[src/obrm_pkg.sv]
// ---------------------------------------------------------------------------
// obrm_pkg: shared definitions for the outer bank register mapper
// Types, codes and widths used by the register file, the translator and
// the top level.
// ---------------------------------------------------------------------------
package obrm_pkg;

    localparam int BANK_BITS = 13;
    localparam int NUM_OUTER = 5;
    localparam int CNT_BITS  = 13;
    localparam int CFG_DATA_W = 13;
    localparam int CFG_IDX_W  = 2;

    localparam logic [1:0] OP_WRITE = 2'd0;
    localparam logic [1:0] OP_PRG   = 2'd1;
    localparam logic [1:0] OP_CHR   = 2'd2;

    localparam logic [1:0] ROMW_NONE = 2'd0;
    localparam logic [1:0] ROMW_RO   = 2'd1;
    localparam logic [1:0] ROMW_RW   = 2'd2;

    localparam logic [2:0] REG_BASE = 3'd0;
    localparam logic [2:0] REG_HIGH = 3'd1;
    localparam logic [2:0] REG_CHR  = 3'd2;
    localparam logic [2:0] REG_LOCK = 3'd3;
    localparam logic [2:0] REG_RAM  = 3'd4;
    localparam logic [2:0] REG_LAST = 3'd4;

    localparam logic [3:0] LAYOUT_ALT   = 4'd2;
    localparam logic [3:0] LAYOUT_NARROW = 4'd4;
    localparam logic [3:0] LAYOUT_DUAL  = 4'd6;
    localparam logic [3:0] LAYOUT_WPROT = 4'd8;

    localparam logic [CFG_IDX_W-1:0] CFG_SUBMAPPER = 2'd0;
    localparam logic [CFG_IDX_W-1:0] CFG_CHR_RAM   = 2'd1;
    localparam logic [CFG_IDX_W-1:0] CFG_PRG_COUNT = 2'd2;

    typedef logic [NUM_OUTER-1:0][7:0] t_outer;

    typedef struct packed {
        logic [3:0]          submapper;
        logic                chr_ram_present;
        logic [CNT_BITS-1:0] prg_bank_count;
    } t_cfg;

    typedef struct packed {
        logic [BANK_BITS-1:0] bank;
        logic                 chr_ram_select;
        logic [1:0]           chr_rom_write;
    } t_xlate;

endpackage

[src/obrm_regs.sv]
// ---------------------------------------------------------------------------
// obrm_regs: outer register file
// Holds the five outer registers, applies the lock bit and the self-masking
// of register 2, and reports whether a write was stored.
// ---------------------------------------------------------------------------
module obrm_regs (
    input  logic                i_clk,
    input  logic                i_rst_n,
    input  logic                i_wr_en,
    input  logic [2:0]          i_wr_idx,
    input  logic [7:0]          i_wr_data,
    output logic                o_wr_taken,
    output obrm_pkg::t_outer    o_regs
);

    obrm_pkg::t_outer r_regs;
    obrm_pkg::t_outer n_regs;
    logic [7:0]       w_old2;
    logic [7:0]       w_data2;
    logic             w_allowed;

    always_comb begin
        w_old2    = r_regs[obrm_pkg::REG_CHR];
        w_allowed = (i_wr_idx <= obrm_pkg::REG_LAST) &&
                    (!r_regs[obrm_pkg::REG_LOCK][7] || i_wr_idx == obrm_pkg::REG_CHR);
        w_data2   = i_wr_data;
        if (w_old2[7]) begin
            w_data2[7:4] = w_old2[7:4];
        end
        w_data2[3:1] = w_data2[3:1] & ~w_old2[6:4];
        n_regs = r_regs;
        if (i_wr_en && w_allowed) begin
            if (i_wr_idx == obrm_pkg::REG_CHR) begin
                n_regs[i_wr_idx] = w_data2;
            end else begin
                n_regs[i_wr_idx] = i_wr_data;
            end
        end
    end

    always_ff @(posedge i_clk) begin
        if (!i_rst_n) begin
            r_regs <= '0;
        end else begin
            r_regs <= n_regs;
        end
    end

    assign o_wr_taken = w_allowed;
    assign o_regs     = r_regs;

`ifndef SYNTH
    a_lock_blocks: assert property (@(posedge i_clk) disable iff (!i_rst_n)
        (i_wr_en && r_regs[obrm_pkg::REG_LOCK][7] && i_wr_idx != obrm_pkg::REG_CHR)
        |=> $stable(r_regs))
        else $error("locked write changed the outer registers");
    a_reg2_sticky: assert property (@(posedge i_clk) disable iff (!i_rst_n)
        r_regs[obrm_pkg::REG_CHR][7] |=> r_regs[obrm_pkg::REG_CHR][7])
        else $error("register 2 bit 7 cleared without reset");
`endif

endmodule

[src/obrm_xlate.sv]
// ---------------------------------------------------------------------------
// obrm_xlate: PRG and CHR bank translation
// Combines the MMC3 bank number with base and mask bits of the outer
// registers for every submapper layout, GNROM mode and CHR RAM selection.
// ---------------------------------------------------------------------------
module obrm_xlate (
    input  logic [1:0]        i_op,
    input  logic [7:0]        i_value,
    input  logic [2:0]        i_window,
    input  logic              i_chr_bit,
    input  obrm_pkg::t_outer  i_regs,
    input  obrm_pkg::t_cfg    i_cfg,
    output obrm_pkg::t_xlate  o_res
);

    logic [7:0]                     r0, r1, r2, r3, r4;
    logic [3:0]                     w_layout;
    logic [obrm_pkg::CNT_BITS-1:0]  w_base;
    logic [obrm_pkg::CNT_BITS-1:0]  w_pmask;
    logic [obrm_pkg::CNT_BITS-1:0]  w_cbase;
    logic [obrm_pkg::CNT_BITS-1:0]  w_cmask;
    logic [obrm_pkg::CNT_BITS-1:0]  w_pv;
    logic [obrm_pkg::CNT_BITS-1:0]  w_cv;
    logic [obrm_pkg::CNT_BITS-1:0]  w_prg;
    logic [obrm_pkg::CNT_BITS-1:0]  w_chr;
    logic                           w_sel;

    always_comb begin
        r0 = i_regs[obrm_pkg::REG_BASE];
        r1 = i_regs[obrm_pkg::REG_HIGH];
        r2 = i_regs[obrm_pkg::REG_CHR];
        r3 = i_regs[obrm_pkg::REG_LOCK];
        r4 = i_regs[obrm_pkg::REG_RAM];
        w_layout = {i_cfg.submapper[3:1], 1'b0};

        w_pmask = {5'd0, r1[5], r1[6], ~r1[7], ~r0[6], 4'hF};
        if (w_layout == obrm_pkg::LAYOUT_ALT) begin
            w_base = {1'b0, r0[5:4], r1[1], r1[2], r1[3], r0[2:0], r3[3:1], 1'b0};
        end else if (w_layout == obrm_pkg::LAYOUT_NARROW) begin
            w_base = {4'd0, r0[5:4], r0[2:0], r3[3:1], 1'b0};
        end else begin
            w_base = {1'b0, r0[5:4], r1[3:2], r1[4], r0[2:0], r3[3:1], 1'b0};
        end
        w_sel = r0[7] ? r0[3] : i_chr_bit;
        if (w_layout == obrm_pkg::LAYOUT_DUAL) begin
            w_base = w_base & (i_cfg.prg_bank_count - 1'b1);
            if (w_sel) begin
                w_base = w_base | i_cfg.prg_bank_count;
            end
        end
        w_pv = {5'd0, i_value};
        if (r3[4]) begin
            if (w_layout == obrm_pkg::LAYOUT_ALT) begin
                w_pmask = r1[4] ? 13'h001 : 13'h003;
            end else begin
                w_pmask = r1[1] ? 13'h003 : 13'h001;
            end
            w_pv = {10'd0, i_window};
        end
        w_prg = (w_base & ~w_pmask) | (w_pv & w_pmask);

        w_cbase = {3'd0, r0[5:3], r2[3:0], 3'd0};
        w_cmask = r0[7] ? 13'h07F : 13'h0FF;
        w_cv    = {5'd0, i_value};
        if (r3[4]) begin
            w_cmask = 13'h007;
            w_cv    = {10'd0, i_window};
        end
        w_chr = (w_cbase & ~w_cmask) | (w_cv & w_cmask);

        o_res = '0;
        case (i_op)
            obrm_pkg::OP_PRG: begin
                o_res.bank = w_prg[obrm_pkg::BANK_BITS-1:0];
            end
            obrm_pkg::OP_CHR: begin
                o_res.bank = w_chr[obrm_pkg::BANK_BITS-1:0];
                o_res.chr_ram_select = i_cfg.chr_ram_present && r4[0] &&
                                       (i_value[7:1] == r4[7:1]);
                if (w_layout == obrm_pkg::LAYOUT_WPROT) begin
                    o_res.chr_rom_write = r0[4] ? obrm_pkg::ROMW_RO : obrm_pkg::ROMW_RW;
                end
            end
            default: begin
                o_res = '0;
            end
        endcase
    end

endmodule

[src/outer_bank_register_mapper_core.sv]
// ---------------------------------------------------------------------------
// outer_bank_register_mapper_core: outer bank logic of an MMC3 multicart
// Input register, a combinational translation or register write, and an
// output register that holds the result word until it is taken.
// ---------------------------------------------------------------------------
//  channel   dir  contents
//  s_axis    in   tuser = op; tdata = reg_index, value, window, mmc3_chr_bit
//  m_axis    out  tdata = bank, chr_ram_select, chr_rom_write, write_taken
//  cfg       in   i_cfg_we, i_cfg_index, i_cfg_data, no read-back
//
// One word per cycle is accepted and one result leaves per cycle while
// the receiver takes results; a word passes the input register and then
// the result register. A stalled result holds in the output register while
// the input register still takes one more word. Reset is synchronous and
// clears the outer registers and the configuration to their defaults.
// ---------------------------------------------------------------------------
module outer_bank_register_mapper_core (
    input  logic        i_clk,
    input  logic        i_rst_n,
    input  logic        i_cfg_we,
    input  logic [1:0]  i_cfg_index,
    input  logic [12:0] i_cfg_data,
    input  logic        s_axis_tvalid,
    output logic        s_axis_tready,
    // [2:0] reg_index, [10:3] value, [13:11] window, [14] mmc3_chr_bit
    input  logic [15:0] s_axis_tdata,
    // [1:0] op
    input  logic [1:0]  s_axis_tuser,
    output logic        m_axis_tvalid,
    input  logic        m_axis_tready,
    // [12:0] bank, [13] chr_ram_select, [15:14] chr_rom_write, [16] write_taken
    output logic [23:0] m_axis_tdata
);

    obrm_pkg::t_cfg   r_cfg;
    obrm_pkg::t_outer w_regs;
    obrm_pkg::t_xlate w_res;
    logic             r_in_valid;
    logic [15:0]      r_in_data;
    logic [1:0]       r_in_op;
    logic             r_out_valid;
    logic [23:0]      r_out_data;
    logic             w_advance;
    logic             w_wr_en;
    logic             w_taken;

    always_ff @(posedge i_clk) begin
        if (!i_rst_n) begin
            r_cfg.submapper       <= 4'd0;
            r_cfg.chr_ram_present <= 1'b0;
            r_cfg.prg_bank_count  <= 13'd4096;
        end else if (i_cfg_we) begin
            case (i_cfg_index)
                obrm_pkg::CFG_SUBMAPPER: r_cfg.submapper       <= i_cfg_data[3:0];
                obrm_pkg::CFG_CHR_RAM:   r_cfg.chr_ram_present <= i_cfg_data[0];
                obrm_pkg::CFG_PRG_COUNT: r_cfg.prg_bank_count  <= i_cfg_data;
                default: begin
                end
            endcase
        end
    end

    assign w_advance     = r_in_valid && (!r_out_valid || m_axis_tready);
    assign s_axis_tready = !r_in_valid || w_advance;
    assign w_wr_en       = w_advance && (r_in_op == obrm_pkg::OP_WRITE);

    always_ff @(posedge i_clk) begin
        if (!i_rst_n) begin
            r_in_valid <= 1'b0;
        end else if (s_axis_tready) begin
            r_in_valid <= s_axis_tvalid;
        end
    end

    always_ff @(posedge i_clk) begin
        if (s_axis_tready && s_axis_tvalid) begin
            r_in_data <= s_axis_tdata;
            r_in_op   <= s_axis_tuser;
        end
    end

    obrm_regs u_regs (
        .i_clk      (i_clk),
        .i_rst_n    (i_rst_n),
        .i_wr_en    (w_wr_en),
        .i_wr_idx   (r_in_data[2:0]),
        .i_wr_data  (r_in_data[10:3]),
        .o_wr_taken (w_taken),
        .o_regs     (w_regs)
    );

    obrm_xlate u_xlate (
        .i_op      (r_in_op),
        .i_value   (r_in_data[10:3]),
        .i_window  (r_in_data[13:11]),
        .i_chr_bit (r_in_data[14]),
        .i_regs    (w_regs),
        .i_cfg     (r_cfg),
        .o_res     (w_res)
    );

    always_ff @(posedge i_clk) begin
        if (!i_rst_n) begin
            r_out_valid <= 1'b0;
        end else if (w_advance) begin
            r_out_valid <= 1'b1;
        end else if (m_axis_tready) begin
            r_out_valid <= 1'b0;
        end
    end

    always_ff @(posedge i_clk) begin
        if (w_advance) begin
            r_out_data <= {7'd0, (r_in_op == obrm_pkg::OP_WRITE) && w_taken,
                           w_res.chr_rom_write, w_res.chr_ram_select, w_res.bank};
        end
    end

    assign m_axis_tvalid = r_out_valid;
    assign m_axis_tdata  = r_out_data;

`ifndef SYNTH
    a_write_no_bank: assert property (@(posedge i_clk) disable iff (!i_rst_n)
        (m_axis_tvalid && m_axis_tdata[16]) |-> (m_axis_tdata[15:0] == 16'd0))
        else $error("write result carries bank data");
    a_romw_code: assert property (@(posedge i_clk) disable iff (!i_rst_n)
        m_axis_tvalid |-> (m_axis_tdata[15:14] != 2'd3))
        else $error("undefined CHR ROM protection code");
    a_ready_when_empty: assert property (@(posedge i_clk) disable iff (!i_rst_n)
        !r_in_valid |-> s_axis_tready)
        else $error("input stage empty but not ready");
`endif

endmodule

[config.mk]
export PLATFORM = sky130hd
export DESIGN_NAME = outer_bank_register_mapper_core
export DESIGN_NICKNAME = d
export VERILOG_FILES = /design/src/obrm_pkg.sv /design/src/obrm_regs.sv /design/src/obrm_xlate.sv /design/src/outer_bank_register_mapper_core.sv
export SDC_FILE = /design/constraint.sdc
export NUM_CORES = 1
export LEC_CHECK = 0
export BUFFER_PORTS_ARGS = -buffer_cell sky130_fd_sc_hd__buf_2
export CAP_MARGIN = 20
export CORE_MARGIN = 10
export CORE_UTILIZATION = 61
export DETAILED_ROUTE_END_ITERATION = 6
export GPL_ROUTABILITY_DRIVEN = 0
export HOLD_SLACK_MARGIN = 0.12
export PLACE_DENSITY = 0.94
export SLEW_MARGIN = 20
export SYNTH_ARGS = -nofsm -noshare
export SYNTH_HDL_FRONTEND = slang
export SYNTH_SLANG_ARGS = --single-unit
[constraint.sdc]
create_clock -name i_clk -period 3.1 [get_ports i_clk]
set_input_delay 0.465 -clock i_clk [delete_from_list [all_inputs] [get_ports i_clk]]
set_output_delay 0.465 -clock i_clk [all_outputs]
set_load 0.02 [all_outputs]
# After elaboration in Yosys (flattened, before gate mapping)
# Cells that the tools add are included.
# word_totals
in_bits	38
elab_cells	87
output_inout_bits	26
regBits	94
# classes
mux	22
magnitude_cmp	3
add_sub_neg	1
bitwise_logic	14
n_eq_ne	10
n_reduce_logical	22
# ops
cell	n
bitwise mux 40 bit	2
two-way mux 13 bit	6
two-way mux 40 bit	1
OR 13 bit	3
AND 13 bit	2
AND 8 x 13 -> 13 bit	2
inverter 13 bit	2
case mux 13 bit (2 select lines)	1
demux 8 bit (select 3 bit)	1
two-way mux 8 bit	3
AND 10 x 13 -> 13 bit	1
subtractor 13 x 1 -> 13 bit (second input constant)	1
two-way mux 12 bit	1
== test 3 x 2 -> 1 bit (second input constant)	3
logical AND 1 bit	9
AND reduction 2 bit	4
== test 7 bit	1
two-way mux 2 bit	3
== test 2 x 1 -> 1 bit (second input constant)	2
== test 2 bit (second input constant)	2
logical NOT 2 bit	2
< comparator 3 x 4 -> 1 bit (second input constant)	1
two-way mux 4 bit	1
AND 3 bit	1
10 further kinds	17

# Logic depth before layout (Yosys ltp)
# logic_depth
word_depth	10
depth_mapped	7
depth_no_buf	7

# By module
# From an unflattened synthesis, not the netlist that was laid out.
# unflattened
cells_unflattened	429
area_unflattened_um2	4453.0
# by_module_without_submodules
module	area_per_inst_um2	cells_each	n_inst
outer_bank_register_mapper_core	1908.1	128	1
obrm_regs	1512.7	153	1
obrm_xlate	1032.2	148	1

# Worst setup path after synthesis
# No wires, ideal clock.
# synth_timing
path_type	flip-flop to flip-flop
start	register r_cfg[1] (netlist bit)
end	register r_out_data[6], in the netlist m_axis_tdata[6] (data pin)
path_stages_with_launch	8
required_ns	2.835
arrival_ns	1.606
n_path_buf	0
slack_ns	1.229
path_cell_list	dfxtp_1 -> inv_1 -> ha_1 -> nor4b_1 -> nand2b_1 -> xor2_1 -> a21oi_1 -> or3_1
# synth_via
elab_chain_len	8
# synth_lines
element	line_no	rtl
from (decl)	outer_bank_register_mapper_core.sv:35	obrm_pkg::t_cfg r_cfg;
subtractor 13 x 1 -> 13 bit (*)	obrm_xlate.sv:46	w_base = w_base & (i_cfg.prg_bank_count - 1'b1);
AND 13 bit (*)	obrm_xlate.sv:46	
OR 13 bit	obrm_xlate.sv:48	w_base = w_base | i_cfg.prg_bank_count;
two-way mux 13 bit (*)	obrm_xlate.sv:47	if (w_sel) begin
two-way mux 13 bit (*)	obrm_xlate.sv:45	if (w_layout == obrm_pkg::LAYOUT_DUAL) begin
AND 13 bit (*)	obrm_xlate.sv:60	w_prg = (w_base & ~w_pmask) | (w_pv & w_pmask);
OR 13 bit (*)	obrm_xlate.sv:60	
case mux 13 bit (2 select lines) (*)	obrm_xlate.sv:72	case (i_op)
to (signal assigned)	outer_bank_register_mapper_core.sv:114	r_out_data <= {7'd0, (r_in_op == obrm_pkg::OP_WRITE) && w_taken,
to (decl)	outer_bank_register_mapper_core.sv:42	logic [23:0] r_out_data;
# Every way passes the cells marked *; elsewhere a longest branch is shown, timed or not.
# A chain may end at the register's enable or synchronous reset.

# Worst setup path after layout
# Same ends and word-level chain as after synthesis.

==> impl_metrics.csv <==
group,metric,value,unit
clocking,cts.htree.levels,3,
setup_path,path_cells,"inv_1, ha_1, nor4b_1, nand2b_1, xor2_1, a21oi_1, or3_1",
clocking,clkLatencyLatePin,370,ps
logic_synthesis,synthFlopType,"dfxtp_1",
cells_and_area,fin_nets,502,
detailed_routing,drcViolationCount,0,
sta,tns,0,ps
logic_synthesis,async_flop_share,0,%
detailed_routing,drtIter0Drc,342,
power_and_ir_drop,power.switching,590,uW
setup_path,r2r_slack,770,ps
sta,finalMaxSlewViolations,0,
logic_synthesis,avgSynthCellArea,10.2,sq um
cells_and_area,antennaDiodeCount,0,
setup_path,critPathKind,"register to register",
sta,max_freq,0.429,GHz
global_route,first_global_vias,3317,
clocking,clockRootBuffer,"clkbuf_8",
logic_synthesis,syn_inst,416,
detailed_routing,first_pass_iters,6,
power_and_ir_drop,seq_power_share,56.2,%
detailed_routing,post_drt_wl_per_cell,18.5,um
min_path,hp-class,"input port to register",
cells_and_area,n_fill_cell,484,
placed_design,dp_hpwl,7180,um
floorplan,initial_utilization,62.7,%
clocking,cts_buffers,9,
setup_path,start_kind,"register",
power_and_ir_drop,p_leak,1.78,nW
clocking,post_cts_buffers,0,
setup_path,cp.arrival,2450,ps
cells_and_area,seq_area,2120,sq um
clocking,cts_tree,"yes",
clocking,cts.repair.resized,0,
clocking,clkSlewWorstSetupHoldPaths,90,ps
global_route,grt_overflow_total,0,
status,status,"finished, final reports clean",
floorplan,num_rows,30,
sta,hold_viol_final,0,
power_and_ir_drop,p_comb_share,8.6,%
global_route,grt_pass1_wl,16000,um
floorplan,core,6760,sq um
run,drv_cap,0,
global_route,grt.busiest_layer,"met2",
detailed_routing,vias,3360,
logic_synthesis,synth_seq_area_share,50.1,%
power_and_ir_drop,p_int,1.71,mW
sta,tightest_slew,923,ps
sta,max-slew-margin-rel,38.4,%
power_and_ir_drop,p_total,2.30,mW
floorplan,die_w,103,um
clocking,cts_max_path_buffers,2,
setup_path,crit_path_end_kind,"register",
sta,grt_setup_unrepaired,"no",
detailed_routing,ant_nets,0,
detailed_routing,drt_wl_total,10100,um
global_route,use_met2,32.7,%
setup_path,slowest_stage,"nor4b_1",
floorplan,chipHeight,103,um
logic_synthesis,syn_area,4240,sq um
setup_path,critPathRequiredTime,3220,ps
setup_path,cp_slowest_stage_delay,730,ps
logic_synthesis,synthDistinctLibCells,57,
cells_and_area,drive_gt1_share,17.8,%
detailed_routing,vias_per_cell,6.17,
global_route,grt_usage,19.3,%
global_route,grt_max_degree,63,
cells_and_area,synthToLayoutAreaGrowth,10.1,%
cells_and_area,multi_input_area,1940,sq um
clocking,hold_buffers,0,
sta,setup_viol,0,
global_route,grt_antenna_before_repair,0,
sta,period_needed,2330,ps
sta,finalCritPeriodShare,75.2,%
sta,fin_worst_skew,16.0,ps
floorplan,dieArea,10700,sq um
clocking,cts.sinks,89,
global_route,grtUsageMet1,22.2,%
global_route,met3_usage,5.58,%
setup_path,crit_path_max_fanout,5,
floorplan,io_pins,64,
power_and_ir_drop,ir_worst_vdd,0.278,mV
logic_synthesis,synth_seq_cells,89,
logic_synthesis,synth_edf_count,34,
power_and_ir_drop,switching_share,25.7,%
power_and_ir_drop,power_density,492,nW/um^2
sta,whs,266,ps
power_and_ir_drop,p_clk_share,35.2,%
logic_synthesis,ys_warn_count,0,
placed_design,port_buffers,55,
## power groups by stage
stage / Sequential (mW) / Combinational (mW) / Clock [mW]
after floorplan: 1.31 / 0.133 / 0
after global placement: 1.31 / 0.185 / 0
after detailed placement: 1.32 / 0.192 / 0
after CTS: 1.29 / 0.195 / 0.811
after global routing: 1.29 / 0.216 / 0.858
final: 1.29 / 0.198 / 0.808
## routing by layer
layer | part of all wire [%] | up-vias | wire length, um
met4 | 3.0 | 0 | 303
met5 | 0 | - | 0
met3 | 8.7 | 35 | 879
li1 | - | 1557 | -
met1 | 38 | 1603 | 3850
met2 | 50 | 165 | 5070
## cells in the mapped netlist (all sizes together) (4+ instances only)
library cell | count | area, sq um
ha | 4 | 50.1
edfxtp | 34 | 1020
nor4 | 5 | 46.3
nand3 | 16 | 80.1
nand3b | 6 | 45.0
nand2b | 6 | 37.5
nor3 | 6 | 30.0
xor2 | 5 | 43.8
a21o | 4 | 30.0
nor2b | 26 | 170
nand2 | 64 | 240
mux2i | 33 | 330
nor2 | 11 | 43.8
inv | 6 | 22.5
dfxtp | 55 | 1100
a21boi | 18 | 135
clkbuf | 13 | 48.8
o211ai | 4 | 30.0
buf | 15 | 115
a21oi | 12 | 60.1
o21ai | 19 | 95.1
xnor2 | 5 | 43.8
## registers in the layout, indices dropped and copies added (netlist names)
| name | cells |
|---|---|
| u_regs.o_regs | 28 |
| m_axis_tvalid | 1 |
| r_in_op | 2 |
| r_cfg | 17 |
| r_in_data | 15 |
| r_in_valid | 1 |
| u_regs.w_old2 | 8 |
| m_axis_tdata | 17 |
## metrics by stage
step / utilization [%] / instances / setup slack (ps) / cell area [sq um]
after floorplan: - / 422 / 1230 / 4260
after global placement: 66.1 / 529 / 975 / 4470
after detailed placement: 66.1 / 529 / 840 / 4470
after CTS: 69.1 / 545 / 827 / 4670
after global routing: 69.1 / 545 / 565 / 4670
final: 69.1 / 545 / 769 / 4670
## cells in the final DEF (no fill, tap or decap), types with 2 or more instances in the layout
cell type / Yosys / final
nand2_1: 64 / 64
buf_2: 2 / 55
dfxtp_1: 55 / 55
edfxtp_1: 34 / 34
mux2i_1: 33 / 33
nor2b_1: 25 / 25
a21boi_0: 18 / 18
nand3_1: 16 / 16
a21oi_1: 12 / 12
o21ai_0: 12 / 12
nor2_1: 10 / 10
clkbuf_8: 0 / 9
o21ai_1: 7 / 7
conb_1: 1 / 7
inv_1: 6 / 6
nand2b_1: 6 / 6
nand3b_1: 6 / 6
nor3_1: 6 / 6
xnor2_1: 5 / 5
xor2_1: 5 / 5
nor4_1: 4 / 4
a21o_1: 4 / 4
o211ai_1: 4 / 4
ha_1: 4 / 4
and2_1: 3 / 3
o21a_1: 3 / 3
o22ai_1: 3 / 3
and3b_1: 3 / 3
nor4b_1: 3 / 3
a221oi_1: 3 / 3
nor3b_1: 2 / 2
nand4_1: 2 / 2
a22oi_1: 2 / 2
o31ai_1: 2 / 2
or3b_2: 2 / 2
o221ai_1: 2 / 2
o31a_1: 2 / 2
a211oi_1: 2 / 2
a41oi_1: 2 / 2
inv_6: 0 / 2
## final timing paths
path | to | depth (start not counted) | from
worst max-delay path | m_axis_tdata[6]$_SDFFCE_PN0P_ | 7 | r_cfg[1]$_SDFFE_PN0P_
worst min-delay path | r_in_data[1]$_DFFE_PP_ | 1 | s_axis_tdata[1]
worst max register to register | m_axis_tdata[6]$_SDFFCE_PN0P_ | 7 | r_cfg[1]$_SDFFE_PN0P_
worst min register to register | u_regs.w_old2[4]$_SDFFE_PN0P_ | 2 | u_regs.w_old2[4]$_SDFFE_PN0P_
## cell type report
class,instances,share of cell area [%]
flip-flops and latches,89,45.5
multi-input cells,298,41.6
repair buffers,56,6.06
clock buffers,9,2.65
well taps,80,2.14
clock inverters,7,1.63
inverters,6,0.482
## critical path: cells and delay by family (launching register included)
family	cells	cell delay (ps)
flops	1	350
fa+ha+maj	1	190
xor+xnor	1	160
compound gates	1	80
simple gates	3	1230
buf+inv	1	70
## logic make-up after synthesis
group	synth area share, %
compound gates	12.8
xor+xnor	2.07
fa+ha+maj	1.18
buf+inv	4.69
flops	50.1
mux	8.06
other cells	0.0885
simple gates	21.0
Note: power is estimated with default switching activity, not from simulation.
